<file path="src/hw/rtl/spr_pkg.sv">
// Shared types and constants for the stream pattern replace block.
// Used by spr_seq, spr_dp, stream_pattern_replace_unit and the testbench files; no dependencies.
`default_nettype none

package spr_pkg;

  localparam int unsigned WORD_W     = 32;
  localparam int unsigned LEN_W      = 5;
  localparam int unsigned SLOT_W     = 4;
  localparam int unsigned FUNC_W     = 2;
  localparam int unsigned IN_TDATA_W = 40;  // word + slot, padded to whole bytes

  typedef enum logic [FUNC_W-1:0] {
    FN_ELEM   = 2'd0,
    FN_END    = 2'd1,
    FN_WR_PAT = 2'd2,
    FN_WR_REP = 2'd3
  } func_e;

  typedef enum logic [0:0] {
    CFG_PLEN = 1'b0,
    CFG_RLEN = 1'b1
  } cfg_idx_e;

  typedef enum logic [1:0] {
    SRC_REP  = 2'd0,
    SRC_WIN  = 2'd1,
    SRC_WORD = 2'd2
  } src_e;

  typedef enum logic [5:0] {
    ST_IDLE    = 6'b000001,
    ST_CMP_RD  = 6'b000010,
    ST_CMP_CHK = 6'b000100,
    ST_DECIDE  = 6'b001000,
    ST_SEL     = 6'b010000,
    ST_WAIT    = 6'b100000
  } state_e;

  // Sequencer to datapath strobes
  typedef struct packed {
    logic win_we;
    logic win_re;
    logic pat_we;
    logic pat_re;
    logic rep_we;
    logic rep_re;
    logic word_ld;
    logic cmp_init;
    logic cmp_step;
    src_e src;
  } ctrl_t;

endpackage

`default_nettype wire

</file>
<file path="src/hw/rtl/spr_dp.sv">
// Datapath: window, pattern and replacement memories, shared word comparator,
// beat value select. Depends on spr_pkg.
`default_nettype none

module spr_dp #(
  parameter int unsigned MAX_PATTERN     = 16,
  parameter int unsigned MAX_REPLACEMENT = 16,
  localparam int unsigned PIW = (MAX_PATTERN > 1) ? $clog2(MAX_PATTERN) : 1,
  localparam int unsigned PCW = $clog2(MAX_PATTERN + 1),
  localparam int unsigned RIW = (MAX_REPLACEMENT > 1) ? $clog2(MAX_REPLACEMENT) : 1
) (
  input  wire                                  clk_i,
  input  spr_pkg::ctrl_t                       ctrl_i,
  input  wire  [PIW-1:0]                       head_i,
  input  wire  [PCW-1:0]                       win_off_i,
  input  wire  [PIW-1:0]                       pat_idx_i,
  input  wire  [RIW-1:0]                       rep_idx_i,
  input  wire  [spr_pkg::SLOT_W-1:0]           slot_i,
  input  wire  signed [spr_pkg::WORD_W-1:0]    word_i,
  output logic                                 match_o,
  output logic signed [spr_pkg::WORD_W-1:0]    value_o
);

  logic [spr_pkg::WORD_W-1:0] win_mem [MAX_PATTERN];
  logic [spr_pkg::WORD_W-1:0] pat_mem [MAX_PATTERN];
  logic [spr_pkg::WORD_W-1:0] rep_mem [MAX_REPLACEMENT];

  logic [spr_pkg::WORD_W-1:0] win_rd_q;
  logic [spr_pkg::WORD_W-1:0] pat_rd_q;
  logic [spr_pkg::WORD_W-1:0] rep_rd_q;
  logic [spr_pkg::WORD_W-1:0] word_q;
  logic                       match_q;

  logic [PCW:0]   win_sum;
  logic [PCW:0]   win_pos;
  logic [PIW-1:0] win_addr;
  logic           pat_slot_ok;
  logic           rep_slot_ok;
  logic [PIW-1:0] pat_slot;
  logic [RIW-1:0] rep_slot;

  // Circular window: position = (head + offset) mod depth, offset < depth
  assign win_sum  = (PCW + 1)'(head_i) + (PCW + 1)'(win_off_i);
  assign win_pos  = (win_sum >= (PCW + 1)'(MAX_PATTERN)) ?
                    win_sum - (PCW + 1)'(MAX_PATTERN) : win_sum;
  assign win_addr = win_pos[PIW-1:0];

  // Drop table writes beyond the table depth
  assign pat_slot_ok = 32'(slot_i) < MAX_PATTERN;
  assign rep_slot_ok = 32'(slot_i) < MAX_REPLACEMENT;
  assign pat_slot    = PIW'(slot_i);
  assign rep_slot    = RIW'(slot_i);

  always_ff @(posedge clk_i) begin
    if (ctrl_i.win_we) begin
      win_mem[win_addr] <= word_i;
    end
    if (ctrl_i.win_re) begin
      win_rd_q <= win_mem[win_addr];
    end
  end

  always_ff @(posedge clk_i) begin
    if (ctrl_i.pat_we && pat_slot_ok) begin
      pat_mem[pat_slot] <= word_i;
    end
    if (ctrl_i.pat_re) begin
      pat_rd_q <= pat_mem[pat_idx_i];
    end
  end

  always_ff @(posedge clk_i) begin
    if (ctrl_i.rep_we && rep_slot_ok) begin
      rep_mem[rep_slot] <= word_i;
    end
    if (ctrl_i.rep_re) begin
      rep_rd_q <= rep_mem[rep_idx_i];
    end
  end

  // Shared comparator: fold one word pair per step into the match flag
  always_ff @(posedge clk_i) begin
    if (ctrl_i.word_ld) begin
      word_q <= word_i;
    end
    if (ctrl_i.cmp_init) begin
      match_q <= 1'b1;
    end else if (ctrl_i.cmp_step) begin
      match_q <= match_q & (win_rd_q == pat_rd_q);
    end
  end

  assign match_o = match_q;

  always_comb begin
    case (ctrl_i.src)
      spr_pkg::SRC_REP:  value_o = rep_rd_q;
      spr_pkg::SRC_WIN:  value_o = win_rd_q;
      spr_pkg::SRC_WORD: value_o = word_q;
      default:           value_o = word_q;
    endcase
  end

endmodule

`default_nettype wire

</file>
<file path="src/hw/rtl/spr_seq.sv">
// Sequencer: configuration registers, window fill and head, compare loop and
// beat emission order. Depends on spr_pkg.
`default_nettype none

module spr_seq #(
  parameter int unsigned MAX_PATTERN     = 16,
  parameter int unsigned MAX_REPLACEMENT = 16,
  localparam int unsigned PIW = (MAX_PATTERN > 1) ? $clog2(MAX_PATTERN) : 1,
  localparam int unsigned PCW = $clog2(MAX_PATTERN + 1),
  localparam int unsigned RIW = (MAX_REPLACEMENT > 1) ? $clog2(MAX_REPLACEMENT) : 1,
  localparam int unsigned RCW = $clog2(MAX_REPLACEMENT + 1)
) (
  input  wire                         clk_i,
  input  wire                         rst_ni,
  input  wire                         cfg_we_i,
  input  wire  [0:0]                  cfg_idx_i,
  input  wire  [spr_pkg::LEN_W-1:0]   cfg_data_i,
  input  wire                         in_valid_i,
  input  spr_pkg::func_e              in_func_i,
  output logic                        in_ready_o,
  input  wire                         out_free_i,
  output logic                        push_o,
  output logic                        last_o,
  output logic                        flush_o,
  input  wire                         match_i,
  output spr_pkg::ctrl_t              ctrl_o,
  output logic [PIW-1:0]              head_o,
  output logic [PCW-1:0]              win_off_o,
  output logic [PIW-1:0]              pat_idx_o,
  output logic [RIW-1:0]              rep_idx_o
);

  spr_pkg::state_e state_q, state_d;
  spr_pkg::src_e   src_q, src_d;

  logic [spr_pkg::LEN_W-1:0] plen_q, plen_d;
  logic [spr_pkg::LEN_W-1:0] rlen_q, rlen_d;
  logic [PCW-1:0] fill_q, fill_d;
  logic [PIW-1:0] head_q, head_d;
  logic           ins_q, ins_d;
  logic [PCW-1:0] win_k_q, win_k_d;
  logic [PCW-1:0] win_cnt_q, win_cnt_d;
  logic [RCW-1:0] rep_k_q, rep_k_d;
  logic [RCW-1:0] rep_cnt_q, rep_cnt_d;
  logic           word_pend_q, word_pend_d;
  logic           flush_q, flush_d;
  logic           adv_q, adv_d;
  logic           last_q, last_d;

  logic [PCW-1:0] plen_eff;
  logic [RCW-1:0] rlen_eff;
  logic [PCW-1:0] fill_eff;
  logic [PCW-1:0] fill_inc;
  logic [PCW-1:0] head_sum;
  logic [PIW-1:0] head_adv;
  logic [PCW-1:0] win_k_inc;
  logic [RCW-1:0] rep_k_inc;

  // Clamp lengths to the table depths
  assign plen_eff = (32'(plen_q) > MAX_PATTERN) ? PCW'(MAX_PATTERN) : PCW'(plen_q);
  assign rlen_eff = (32'(rlen_q) > MAX_REPLACEMENT) ? RCW'(MAX_REPLACEMENT)
                                                    : RCW'(rlen_q);

  assign fill_eff  = (fill_q >= plen_eff) ? '0 : fill_q;
  assign fill_inc  = fill_eff + PCW'(1);
  assign head_sum  = PCW'(head_q) + PCW'(1);
  assign head_adv  = (head_sum == PCW'(MAX_PATTERN)) ? '0 : head_sum[PIW-1:0];
  assign win_k_inc = win_k_q + PCW'(1);
  assign rep_k_inc = rep_k_q + RCW'(1);

  always_comb begin
    state_d     = state_q;
    src_d       = src_q;
    plen_d      = plen_q;
    rlen_d      = rlen_q;
    fill_d      = fill_q;
    head_d      = head_q;
    ins_d       = ins_q;
    win_k_d     = win_k_q;
    win_cnt_d   = win_cnt_q;
    rep_k_d     = rep_k_q;
    rep_cnt_d   = rep_cnt_q;
    word_pend_d = word_pend_q;
    flush_d     = flush_q;
    adv_d       = adv_q;
    last_d      = last_q;
    ctrl_o      = '0;
    ctrl_o.src  = src_q;
    win_off_o   = win_k_q;
    push_o      = 1'b0;

    case (state_q)
      spr_pkg::ST_IDLE: begin
        win_off_o = fill_eff;
        if (in_valid_i) begin
          case (in_func_i)
            spr_pkg::FN_WR_PAT: ctrl_o.pat_we = 1'b1;
            spr_pkg::FN_WR_REP: ctrl_o.rep_we = 1'b1;
            spr_pkg::FN_END: begin
              // Flush: pending front insertion, then the window, oldest first
              rep_cnt_d   = (plen_eff == '0 && !ins_q) ? rlen_eff : '0;
              win_cnt_d   = fill_q;
              word_pend_d = 1'b0;
              flush_d     = 1'b1;
              adv_d       = 1'b0;
              rep_k_d     = '0;
              win_k_d     = '0;
              fill_d      = '0;
              ins_d       = 1'b0;
              state_d     = spr_pkg::ST_SEL;
            end
            spr_pkg::FN_ELEM: begin
              if (plen_eff == '0) begin
                // Empty pattern: insert the replacement once, then pass the word
                rep_cnt_d      = ins_q ? '0 : rlen_eff;
                win_cnt_d      = '0;
                word_pend_d    = 1'b1;
                flush_d        = 1'b0;
                adv_d          = 1'b0;
                rep_k_d        = '0;
                win_k_d        = '0;
                ins_d          = 1'b1;
                ctrl_o.word_ld = 1'b1;
                state_d        = spr_pkg::ST_SEL;
              end else begin
                ctrl_o.win_we = 1'b1;
                fill_d        = fill_inc;
                if (fill_inc == plen_eff) begin
                  ctrl_o.cmp_init = 1'b1;
                  win_k_d         = '0;
                  state_d         = spr_pkg::ST_CMP_RD;
                end
              end
            end
            default: ;
          endcase
        end
      end

      spr_pkg::ST_CMP_RD: begin
        ctrl_o.win_re = 1'b1;
        ctrl_o.pat_re = 1'b1;
        state_d       = spr_pkg::ST_CMP_CHK;
      end

      spr_pkg::ST_CMP_CHK: begin
        ctrl_o.cmp_step = 1'b1;
        if (win_k_inc == plen_eff) begin
          state_d = spr_pkg::ST_DECIDE;
        end else begin
          win_k_d = win_k_inc;
          state_d = spr_pkg::ST_CMP_RD;
        end
      end

      spr_pkg::ST_DECIDE: begin
        win_k_d     = '0;
        rep_k_d     = '0;
        word_pend_d = 1'b0;
        flush_d     = 1'b0;
        if (match_i) begin
          rep_cnt_d = rlen_eff;
          win_cnt_d = '0;
          fill_d    = '0;
          adv_d     = 1'b0;
        end else begin
          // Pass the oldest word on, then drop it from the window
          rep_cnt_d = '0;
          win_cnt_d = PCW'(1);
          fill_d    = plen_eff - PCW'(1);
          adv_d     = 1'b1;
        end
        state_d = spr_pkg::ST_SEL;
      end

      spr_pkg::ST_SEL: begin
        if (rep_k_q < rep_cnt_q) begin
          ctrl_o.rep_re = 1'b1;
          src_d         = spr_pkg::SRC_REP;
          last_d        = (rep_k_inc == rep_cnt_q) && (win_cnt_q == '0) && !word_pend_q;
          state_d       = spr_pkg::ST_WAIT;
        end else if (win_k_q < win_cnt_q) begin
          ctrl_o.win_re = 1'b1;
          src_d         = spr_pkg::SRC_WIN;
          last_d        = (win_k_inc == win_cnt_q) && !word_pend_q;
          state_d       = spr_pkg::ST_WAIT;
        end else if (word_pend_q) begin
          src_d   = spr_pkg::SRC_WORD;
          last_d  = 1'b1;
          state_d = spr_pkg::ST_WAIT;
        end else begin
          if (adv_q) begin
            head_d = head_adv;
          end
          state_d = spr_pkg::ST_IDLE;
        end
      end

      spr_pkg::ST_WAIT: begin
        // Hold the read data until the output register has room
        if (out_free_i) begin
          push_o = 1'b1;
          case (src_q)
            spr_pkg::SRC_REP:  rep_k_d     = rep_k_inc;
            spr_pkg::SRC_WIN:  win_k_d     = win_k_inc;
            spr_pkg::SRC_WORD: word_pend_d = 1'b0;
            default: ;
          endcase
          if (last_q) begin
            if (adv_q) begin
              head_d = head_adv;
            end
            state_d = spr_pkg::ST_IDLE;
          end else begin
            state_d = spr_pkg::ST_SEL;
          end
        end
      end

      default: state_d = spr_pkg::ST_IDLE;
    endcase

    if (cfg_we_i) begin
      case (spr_pkg::cfg_idx_e'(cfg_idx_i))
        spr_pkg::CFG_PLEN: begin
          plen_d = cfg_data_i;
          fill_d = '0;
        end
        spr_pkg::CFG_RLEN: rlen_d = cfg_data_i;
        default: ;
      endcase
    end
  end

  always_ff @(posedge clk_i or negedge rst_ni) begin
    if (!rst_ni) begin
      state_q     <= spr_pkg::ST_IDLE;
      src_q       <= spr_pkg::SRC_REP;
      plen_q      <= '0;
      rlen_q      <= '0;
      fill_q      <= '0;
      head_q      <= '0;
      ins_q       <= 1'b0;
      win_k_q     <= '0;
      win_cnt_q   <= '0;
      rep_k_q     <= '0;
      rep_cnt_q   <= '0;
      word_pend_q <= 1'b0;
      flush_q     <= 1'b0;
      adv_q       <= 1'b0;
      last_q      <= 1'b0;
    end else begin
      state_q     <= state_d;
      src_q       <= src_d;
      plen_q      <= plen_d;
      rlen_q      <= rlen_d;
      fill_q      <= fill_d;
      head_q      <= head_d;
      ins_q       <= ins_d;
      win_k_q     <= win_k_d;
      win_cnt_q   <= win_cnt_d;
      rep_k_q     <= rep_k_d;
      rep_cnt_q   <= rep_cnt_d;
      word_pend_q <= word_pend_d;
      flush_q     <= flush_d;
      adv_q       <= adv_d;
      last_q      <= last_d;
    end
  end

  assign in_ready_o = (state_q == spr_pkg::ST_IDLE);
  assign last_o     = last_q;
  assign flush_o    = flush_q;
  assign head_o     = head_q;
  assign pat_idx_o  = win_k_q[PIW-1:0];
  assign rep_idx_o  = rep_k_q[RIW-1:0];

endmodule

`default_nettype wire

</file>
<file path="src/hw/rtl/stream_pattern_replace_unit.sv">
// Top level of the stream pattern replace block: ports, output register,
// assertions. Depends on spr_pkg, spr_seq and spr_dp.
`default_nettype none

// Channel   Dir  Handshake             Payload
// s_axis    in   tvalid/tready         tdata: word[31:0], slot[35:32]; tuser: func[1:0]
// m_axis    out  tvalid/tready         tdata: value[31:0]; tlast: last; tuser: final_flush
// cfg       in   cfg_we_i (no wait)    cfg_idx_i: 0 pattern_length, 1 replacement_length
//
// Steps: table writes and elements that do not complete the window are taken in
// the idle state. A completed window of P words is compared word by word (one
// window read and one pattern read per word through the single comparator),
// then a decide step, then each emitted beat is read, then pushed. A mismatch
// emits the oldest window word, a match the R replacement words, or none with
// an empty replacement. End of sequence and empty-pattern elements read and push
// each beat the same way; an end of sequence with nothing to flush emits none.
// Reset: control state clears at once; the memories need no clearing pass and
// hold garbage until written. Stalls: a full output register holds the beat
// in the read stage and the sequencer waits there.

module stream_pattern_replace_unit #(
  parameter int unsigned MAX_PATTERN     = 16,
  parameter int unsigned MAX_REPLACEMENT = 16
) (
  input  wire                                 clk_i,
  input  wire                                 rst_ni,
  // configuration
  input  wire                                 cfg_we_i,
  input  wire  [0:0]                          cfg_idx_i,
  input  wire  [spr_pkg::LEN_W-1:0]           cfg_data_i,
  // input beats
  input  wire                                 s_axis_tvalid,
  output logic                                s_axis_tready,
  input  wire  [spr_pkg::IN_TDATA_W-1:0]      s_axis_tdata,  // word[31:0], slot[35:32]
  input  wire  [spr_pkg::FUNC_W-1:0]          s_axis_tuser,  // func[1:0]
  // result beats
  output logic                                m_axis_tvalid,
  input  wire                                 m_axis_tready,
  output logic signed [spr_pkg::WORD_W-1:0]   m_axis_tdata,  // value[31:0]
  output logic                                m_axis_tlast,
  output logic [0:0]                          m_axis_tuser   // final_flush[0]
);

  localparam int unsigned PIW = (MAX_PATTERN > 1) ? $clog2(MAX_PATTERN) : 1;
  localparam int unsigned PCW = $clog2(MAX_PATTERN + 1);
  localparam int unsigned RIW = (MAX_REPLACEMENT > 1) ? $clog2(MAX_REPLACEMENT) : 1;

  spr_pkg::ctrl_t ctrl;
  spr_pkg::func_e in_func;

  logic signed [spr_pkg::WORD_W-1:0] in_word;
  logic [spr_pkg::SLOT_W-1:0]        in_slot;

  logic [PIW-1:0] head;
  logic [PCW-1:0] win_off;
  logic [PIW-1:0] pat_idx;
  logic [RIW-1:0] rep_idx;
  logic           match;
  logic           push;
  logic           beat_last;
  logic           beat_flush;
  logic signed [spr_pkg::WORD_W-1:0] beat_value;

  logic out_free;
  logic m_valid_q, m_valid_d;
  logic signed [spr_pkg::WORD_W-1:0] m_data_q;
  logic m_last_q;
  logic m_flush_q;

  assign in_word = s_axis_tdata[spr_pkg::WORD_W-1:0];
  assign in_slot = s_axis_tdata[spr_pkg::WORD_W +: spr_pkg::SLOT_W];
  assign in_func = spr_pkg::func_e'(s_axis_tuser);

  spr_seq #(
    .MAX_PATTERN     (MAX_PATTERN),
    .MAX_REPLACEMENT (MAX_REPLACEMENT)
  ) u_seq (
    .clk_i      (clk_i),
    .rst_ni     (rst_ni),
    .cfg_we_i   (cfg_we_i),
    .cfg_idx_i  (cfg_idx_i),
    .cfg_data_i (cfg_data_i),
    .in_valid_i (s_axis_tvalid),
    .in_func_i  (in_func),
    .in_ready_o (s_axis_tready),
    .out_free_i (out_free),
    .push_o     (push),
    .last_o     (beat_last),
    .flush_o    (beat_flush),
    .match_i    (match),
    .ctrl_o     (ctrl),
    .head_o     (head),
    .win_off_o  (win_off),
    .pat_idx_o  (pat_idx),
    .rep_idx_o  (rep_idx)
  );

  spr_dp #(
    .MAX_PATTERN     (MAX_PATTERN),
    .MAX_REPLACEMENT (MAX_REPLACEMENT)
  ) u_dp (
    .clk_i     (clk_i),
    .ctrl_i    (ctrl),
    .head_i    (head),
    .win_off_i (win_off),
    .pat_idx_i (pat_idx),
    .rep_idx_i (rep_idx),
    .slot_i    (in_slot),
    .word_i    (in_word),
    .match_o   (match),
    .value_o   (beat_value)
  );

  // Output register: take a new beat when empty or draining this cycle
  assign out_free  = !m_valid_q || m_axis_tready;
  assign m_valid_d = push ? 1'b1 : (m_axis_tready ? 1'b0 : m_valid_q);

  always_ff @(posedge clk_i or negedge rst_ni) begin
    if (!rst_ni) begin
      m_valid_q <= 1'b0;
    end else begin
      m_valid_q <= m_valid_d;
    end
  end

  always_ff @(posedge clk_i) begin
    if (push) begin
      m_data_q  <= beat_value;
      m_last_q  <= beat_last;
      m_flush_q <= beat_flush;
    end
  end

  assign m_axis_tvalid   = m_valid_q;
  assign m_axis_tdata    = m_data_q;
  assign m_axis_tlast    = m_last_q;
  assign m_axis_tuser[0] = m_flush_q;

  // Never overwrite a beat that is still waiting downstream
  a_push_room: assert property (@(posedge clk_i) disable iff (!rst_ni)
    push |-> (!m_valid_q || m_axis_tready))
    else $error("beat pushed into a full output register");

  // Table writes produce no beat
  a_table_write_silent: assert property (@(posedge clk_i) disable iff (!rst_ni)
    (s_axis_tvalid && s_axis_tready &&
     (in_func == spr_pkg::FN_WR_PAT || in_func == spr_pkg::FN_WR_REP)) |=> !push)
    else $error("table write produced a beat");

  // End of sequence always runs the emission sequencer before taking more
  a_end_busy: assert property (@(posedge clk_i) disable iff (!rst_ni)
    (s_axis_tvalid && s_axis_tready && in_func == spr_pkg::FN_END) |=> !s_axis_tready)
    else $error("input taken right after end of sequence");

endmodule

`default_nettype wire

</file>
<file path="config.mk">
export PLATFORM = sky130hd
export DESIGN_NAME = stream_pattern_replace_unit
export DESIGN_NICKNAME = d
export VERILOG_FILES = /design/src/hw/rtl/spr_pkg.sv /design/src/hw/rtl/spr_dp.sv /design/src/hw/rtl/spr_seq.sv /design/src/hw/rtl/stream_pattern_replace_unit.sv
export SDC_FILE = /design/constraint.sdc
export NUM_CORES = 2
export LEC_CHECK = 0
export ABC_AREA = 1
export BUFFER_PORTS_ARGS = -buffer_cell sky130_fd_sc_hd__buf_2
export CAP_MARGIN = 10
export CORE_MARGIN = 2
export CORE_UTILIZATION = 63
export CTS_CLUSTER_DIAMETER = 120
export DETAILED_ROUTE_END_ITERATION = 7
export MAX_ROUTING_LAYER = met4
export PLACE_DENSITY_LB_ADDON = 0.2
export SLEW_MARGIN = 20
export SYNTH_ARGS = -nofsm -noshare
export SYNTH_HDL_FRONTEND = slang
export SYNTH_SLANG_ARGS = --single-unit
</file>
<file path="constraint.sdc">
create_clock -name clk_i -period 6.82 [get_ports clk_i]
set_input_delay 2.046 -clock clk_i [delete_from_list [all_inputs] [get_ports clk_i]]
set_output_delay 2.046 -clock clk_i [all_outputs]
set_load 0.005 [all_outputs]
</file>
After elaboration in Yosys (flattened, before gate mapping)
Memory sizes are Yosys's and may differ from the RTL's. A register that Yosys moved wholly into a read port is not among the register bits.
Cells that the tools add are included.
- register bits after elaboration: 120
- bits in writable memories: 1536
- output and inout bits: 36
- word-level logic and storage cells: 209
- memories: 3
- memories (name ; depth ; bits a word ; read ports ; clocked after Yosys merged registers in ; wr ports ; RTL line ; RTL):
    u_dp.pat_mem ; 16 ; 32 ; 1 ; 1 ; 1 ; spr_dp.sv:25 ; logic [spr_pkg::WORD_W-1:0] pat_mem [MAX_PATTERN];
    u_dp.rep_mem ; 16 ; 32 ; 1 ; 1 ; 1 ; spr_dp.sv:26 ; logic [spr_pkg::WORD_W-1:0] rep_mem [MAX_REPLACEMENT];
    u_dp.win_mem ; 16 ; 32 ; 1 ; 1 ; 1 ; spr_dp.sv:24 ; logic [spr_pkg::WORD_W-1:0] win_mem [MAX_PATTERN];
- $add $sub $neg: 7
- order comparisons: 6
- eq/ne operators: 31
- multiplexer cells: 110
- bitwise logic cells: 2
- reduce and logical (&&, ||, !) cells: 29
- operator list (operator ; number):
    $mux W5 ; 26
    $pmux W5 S2 ; 8
    $pmux W32 S2 ; 1
    $mux W6 ; 7
    $mux W1 ; 41
    $mux W4 ; 9
    $pmux W6 S6 ; 1
    $eq A32 B32 Y1 ; 1
    $eq A5 B5 Y1 ; 4
    $pmux W5 S4 ; 1
    $reduce_and A6 Y1 ; 3
    $add A5 B1 Y5 const B ; 3
    $pmux W5 S3 ; 1
    $ne A2 B2 Y1 const B ; 7
    $mux W2 ; 6
    $pmux W1 S2 ; 6
    $pmux W6 S2 ; 1
    $reduce_and A4 Y1 ; 3
    $gt A5 B5 Y1 const B ; 2
    $logic_not A5 Y1 ; 2
    $lt A5 B5 Y1 ; 2
    $ne A2 B1 Y1 const B ; 4
    $pmux W4 S2 ; 1
    $reduce_bool A2 Y1 ; 4
    29 further kinds ; 41

Depth between registers and ports, before layout
- word-level depth: 11
- depth in mapped cells: 27

Hierarchy
A second synthesis with hierarchy kept.
- cell total of the unflattened synthesis: 4929
- area total of the unflattened synthesis: 70055.9 um^2
- modules (own cells, without submodules) (module ; instances ; cells each ; area each (um^2)):
    spr_dp ; 1 ; 4420 ; 65348.9
    spr_seq ; 1 ; 470 ; 3641.0
    stream_pattern_replace_unit ; 1 ; 39 ; 1066.0

Worst setup path before layout
Ideal clock, no wire load.
- path type: reg2reg
- from: reg u_seq.state_q[2]
- to: reg u_dp.win_rd_q[0] (netlist bit), read port of u_dp.win_mem, enable pin
- setup time: 390 ps
- data arrival time: 4819 ps
- slack: 1611 ps
- cell stages (with the launch flop): 6
- path buffers: 0
- cell sequence: dfrtp_1 nor2_4 inv_1 nor4_1 inv_1 nand2_1
- RTL lines (item ; RTL line ; RTL):
    from (decl) ; spr_seq.sv:33 ; spr_pkg::state_e state_q, state_d;
    from (signal assigned) ; spr_seq.sv:237 ; state_q <= spr_pkg::ST_IDLE;
    from (signal assigned) ; spr_seq.sv:253 ; state_q <= state_d;
    to (decl) ; spr_dp.sv:28 ; logic [spr_pkg::WORD_W-1:0] win_rd_q;

Worst setup path in the final report
- from: reg u_seq.plen_q[1] (netlist bit)
- to: mem u_dp.win_mem[15][11] (netlist bit), enable pin
- longest elaborated chain between the ends: 9
- RTL lines (item ; RTL line ; RTL):
    from (decl) ; spr_seq.sv:36 ; logic [spr_pkg::LEN_W-1:0] plen_q, plen_d;
    from (signal assigned) ; spr_seq.sv:255 ; plen_q <= plen_d;
    $gt A5 B5 Y1 ; spr_seq.sv:60 ; assign plen_eff = (32'(plen_q) > MAX_PATTERN) ? PCW'(MAX_PATTERN) : PCW'(plen_q);
    $mux W5 * ; spr_seq.sv:60 ;
    branches (longest 7 deep; another with $add A4 B5 Y6) ; - ;
    to (decl) ; spr_dp.sv:24 ;
Every way passes the cells marked *.

==> run_results.csv <==
group,metric,value,unit
worst_setup_path,crit_path_end,"u_dp.win_mem[15][11]$_DFFE_PP_",
clock_network,clk_latency,0.80,ns
place,hpwlAfterDp,98700,um
timing,finalClockSkew,0.03955,ns
grt,grt_use_met3,5.951,%
logic_synthesis,synth-async-reset-ratio,3.025,%
logic_synthesis,seq_area_frac_synth,77.52,%
drt,drt.antenna.violating_nets,0,
grt,first_global_vias,39860,
logic_synthesis,synthTopCellsByArea,"edfxtp_1 76%, nand2_1 3.3%, o21ai_0 3.0%",
logic_synthesis,syn_area,0.06752,mm^2
timing,finalHoldViolCount,0,
timing,relSlewSlack,17.59,%
worst_setup_path,worst_setup_path_end_kind,"flop",
logic_synthesis,synthCells,4746,
worst_setup_path,cp_max_fo,24,
worst_setup_path,r2r_slack,1.60,ns
clock_network,cts-buffers-inserted,169,
floorplan,ios,89,
clock_network,clkTransAtPathRegs,0.06,ns
drt,drt_wl_total,180400,um
drt,dr.pass1.iters,6,
place,port_buffers,84,
timing,fin_crit,5.224,ns
logic_synthesis,yosysTopAreaCell,"edfxtp_1",
drt,drc,0,
floorplan,dieWidth,331.4,um
grt,grt_pass1_wl,261900,um
place,routabilityCongestion,0.8619,
grt,grt-ovfl-total,0,
worst_setup_path,worstReg2RegEnd,"u_dp.win_mem[15][11]$_DFFE_PP_",
power,static-leakage-power,0.02504,uW
cells_and_area,drive_above_1_share,10.73,%
cells_and_area,fillers,6758,
floorplan,placementRows,120,
drt,via_per_inst,6.648,
grt,grt_start_max_net_pins,129,
logic_synthesis,yosys.area.top_type_share,75.52,%
clock_network,clock_sinks,1752,
grt,grt_usage,33.64,%
timing,maxClockFrequency,191.4,MHz
cells_and_area,multi_input_area,0.01400,mm^2
worst_setup_path,cp.arrival,5.70,ns
worst_setup_path,ff2ff_path_depth,19,
clock_network,tritoncts,"built",
logic_synthesis,yosysUniqueCellTypes,46,
worst_setup_path,worstSetupPathType,"flop to flop",
drt,vias,42370,
cells_and_area,ff_latch_area,0.05235,mm^2
worst_setup_path,startpoint,"u_seq.plen_q[1]$_DFFE_PN0P_",
clock_network,cts_root_buf,"clkbuf_16",
floorplan,die_h,331.4,um
timing,grt_setup_unrepaired,"no",
grt,gr-usage-met2,50.61,%
grt,top_usage_layer,"met2",
run_status,status,"complete, no violations",
logic_synthesis,ys_seq_elements,1752,
logic_synthesis,synth_edf_count,1698,
worst_setup_path,start_kind,"flop",
timing,tightest_slew,1.236,ns
timing,slew_viol_final,0,
timing,setup_tns,0,ns
cells_and_area,area_growth,11.56,%
timing,setup_violations,0,
drt,initialDrtViolationCount,6355,
min_path,hold_path.class,"flop to flop",
drt,wl_per_cell,28.30,um
grt,met1_usage,47.09,%
grt,antenna_found_initial,15,
clock_network,post_cts_buffers,0,
logic_synthesis,avgSynthCellArea,14.23,um^2
clock_network,hold_buffers,0,
power,pwr_density_cell,362.7,mW/mm^2
clock_network,cts_resized,0,
place,dp_cells,6052,
logic_synthesis,synthTopCellsByCount,"1698 x edfxtp_1, 598 x nand2_1, 458 x nor2_1",
floorplan,core,0.1068,mm^2
run,max_cap_violations,0,
cells_and_area,nNetsFinal,4898,
clock_network,cts_buffer_depth,3,
floorplan,die_area,0.1098,mm^2
clock_network,cts-htree-levels,4,
logic_synthesis,synth_flop_cell,"edfxtp_1",
logic_synthesis,synth_warnings,0,
floorplan,start_util,63.25,%
power,vdd_drop_max,0.0005158,V
logic_synthesis,syn-num-nets,4823,
worst_setup_path,cp.required,7.29,ns
timing,fin_crit_sh,76.60,%
logic_synthesis,synth_most_common_cell,"edfxtp_1",
cells_and_area,stdcell_count,6374,
worst_setup_path,r2r_start,"u_seq.plen_q[1]$_DFFE_PN0P_",
## worst max-delay path, cell delays in order (launching register included)
cell,delay [ns]
dfrtp_1,0.45
nor2_1,0.11
nand3_1,0.11
nand2_1,0.12
nand2_1,0.14
ha_1,0.32
nand2_1,0.06
nor2_1,0.04
nand2_2,0.10
nand4_1,0.21
o21ai_0,0.30
ha_1,0.21
inv_1,0.06
fa_1,0.65
inv_1,0.19
nand2_1,0.11
inv_4,0.27
nand2_1,0.33
nor2_4,0.75
buf_4,0.33
## where the power goes
part           internal [uW]  leakage (uW)  total [uW]  switching (uW)
combinational           1550       0.00645        5670            4130
clock                   5140       0.00262        9170            4030
sequential             12200        0.0160       12500             242
total                  18900        0.0250       27300            8400
## cell type report
cell class / count / area share, %
clock inverter: 99 / 1.380
tap: 1403 / 2.331
multi-input combinational: 2594 / 18.59
sequential: 1752 / 69.51
clock buffer: 211 / 5.824
inverter: 121 / 0.6229
antenna: 11 / 0.03654
timing repair buffer: 183 / 1.711
## stage by stage
stage	utilization [%]	hold WS, ns	area (um^2)	power [uW]	setup WS, ns
after floorplan	-	0.4253	67520	16260	1.611
after detailed placement	65.43	0.4427	69850	18240	1.616
after global routing	70.55	0.4840	75310	28270	1.217
final	70.56	0.4628	75320	27320	1.596
after global placement	65.43	0.4323	69850	18150	1.642
after CTS	70.51	0.4590	75280	27270	1.576
## metal layers
metal  wire (um)  share of wire (%)
met1       68940                 38
met2       84220                 47
met3       21110                 12
met4        6118                3.4
met5           0                  0
## cells in the final DEF, fill, tap and decap left out, types with 14 or more instances in the layout
master     count
clkbuf_1      42
edfxtp_1    1698
a22o_1        32
ha_1          23
nor2_4        56
nand2_1      594
o21ai_0      404
o22ai_1      109
a221oi_1      70
a21oi_1      286
o21ai_1       22
nand3_1      173
buf_4         89
inv_2         18
buf_2         84
nand4_1       54
dfrtp_1       44
a22oi_1      174
o221ai_1      95
clkinv_1      38
bufinv_16     14
nor2_1       405
clkinv_2      26
inv_1         98
clkbuf_16    169
xnor2_1       31
## flip-flops by register name, summed over array words and instances (netlist names), 32 cells and up
name	cells
u_dp.win_rd_q	32
u_dp.pat_rd_q	32
u_dp.win_mem	512
m_axis_tdata	32
u_dp.rep_mem	512
u_dp.word_q	32
u_dp.pat_mem	512
u_dp.rep_rd_q	32
## kinds of logic (layout without fill, tap and decap cells)
logic type	count (synthesis)	after routing	synth area share, %
xor gates and xnor gates	44	44	0.5708
and+or+nand+nor	1322	1322	8.150
DFF	1752	1752	77.52
buffers and inverters	400	614	2.389
other	0	11	0
AOI/OAI and AO/OA	1204	1204	10.92
adders and majority gates	24	24	0.4559
## how the worst min path moves through the flow
stage,start,end,slack (ns),cells past startpoint
floorplan,u_seq.flush_o$_DFFE_PN0P_,m_axis_tuser$_DFFE_PP_,0.43,0
global placement,u_seq.flush_o$_DFFE_PN0P_,m_axis_tuser$_DFFE_PP_,0.43,0
detailed placement,u_seq.flush_o$_DFFE_PN0P_,m_axis_tuser$_DFFE_PP_,0.44,0
CTS,u_seq.flush_o$_DFFE_PN0P_,m_axis_tuser$_DFFE_PP_,0.46,0
global route,u_seq.flush_o$_DFFE_PN0P_,m_axis_tuser$_DFFE_PP_,0.48,0
finish,u_seq.flush_o$_DFFE_PN0P_,m_axis_tuser$_DFFE_PP_,0.46,0
Power figures use the tool's default switching activity.
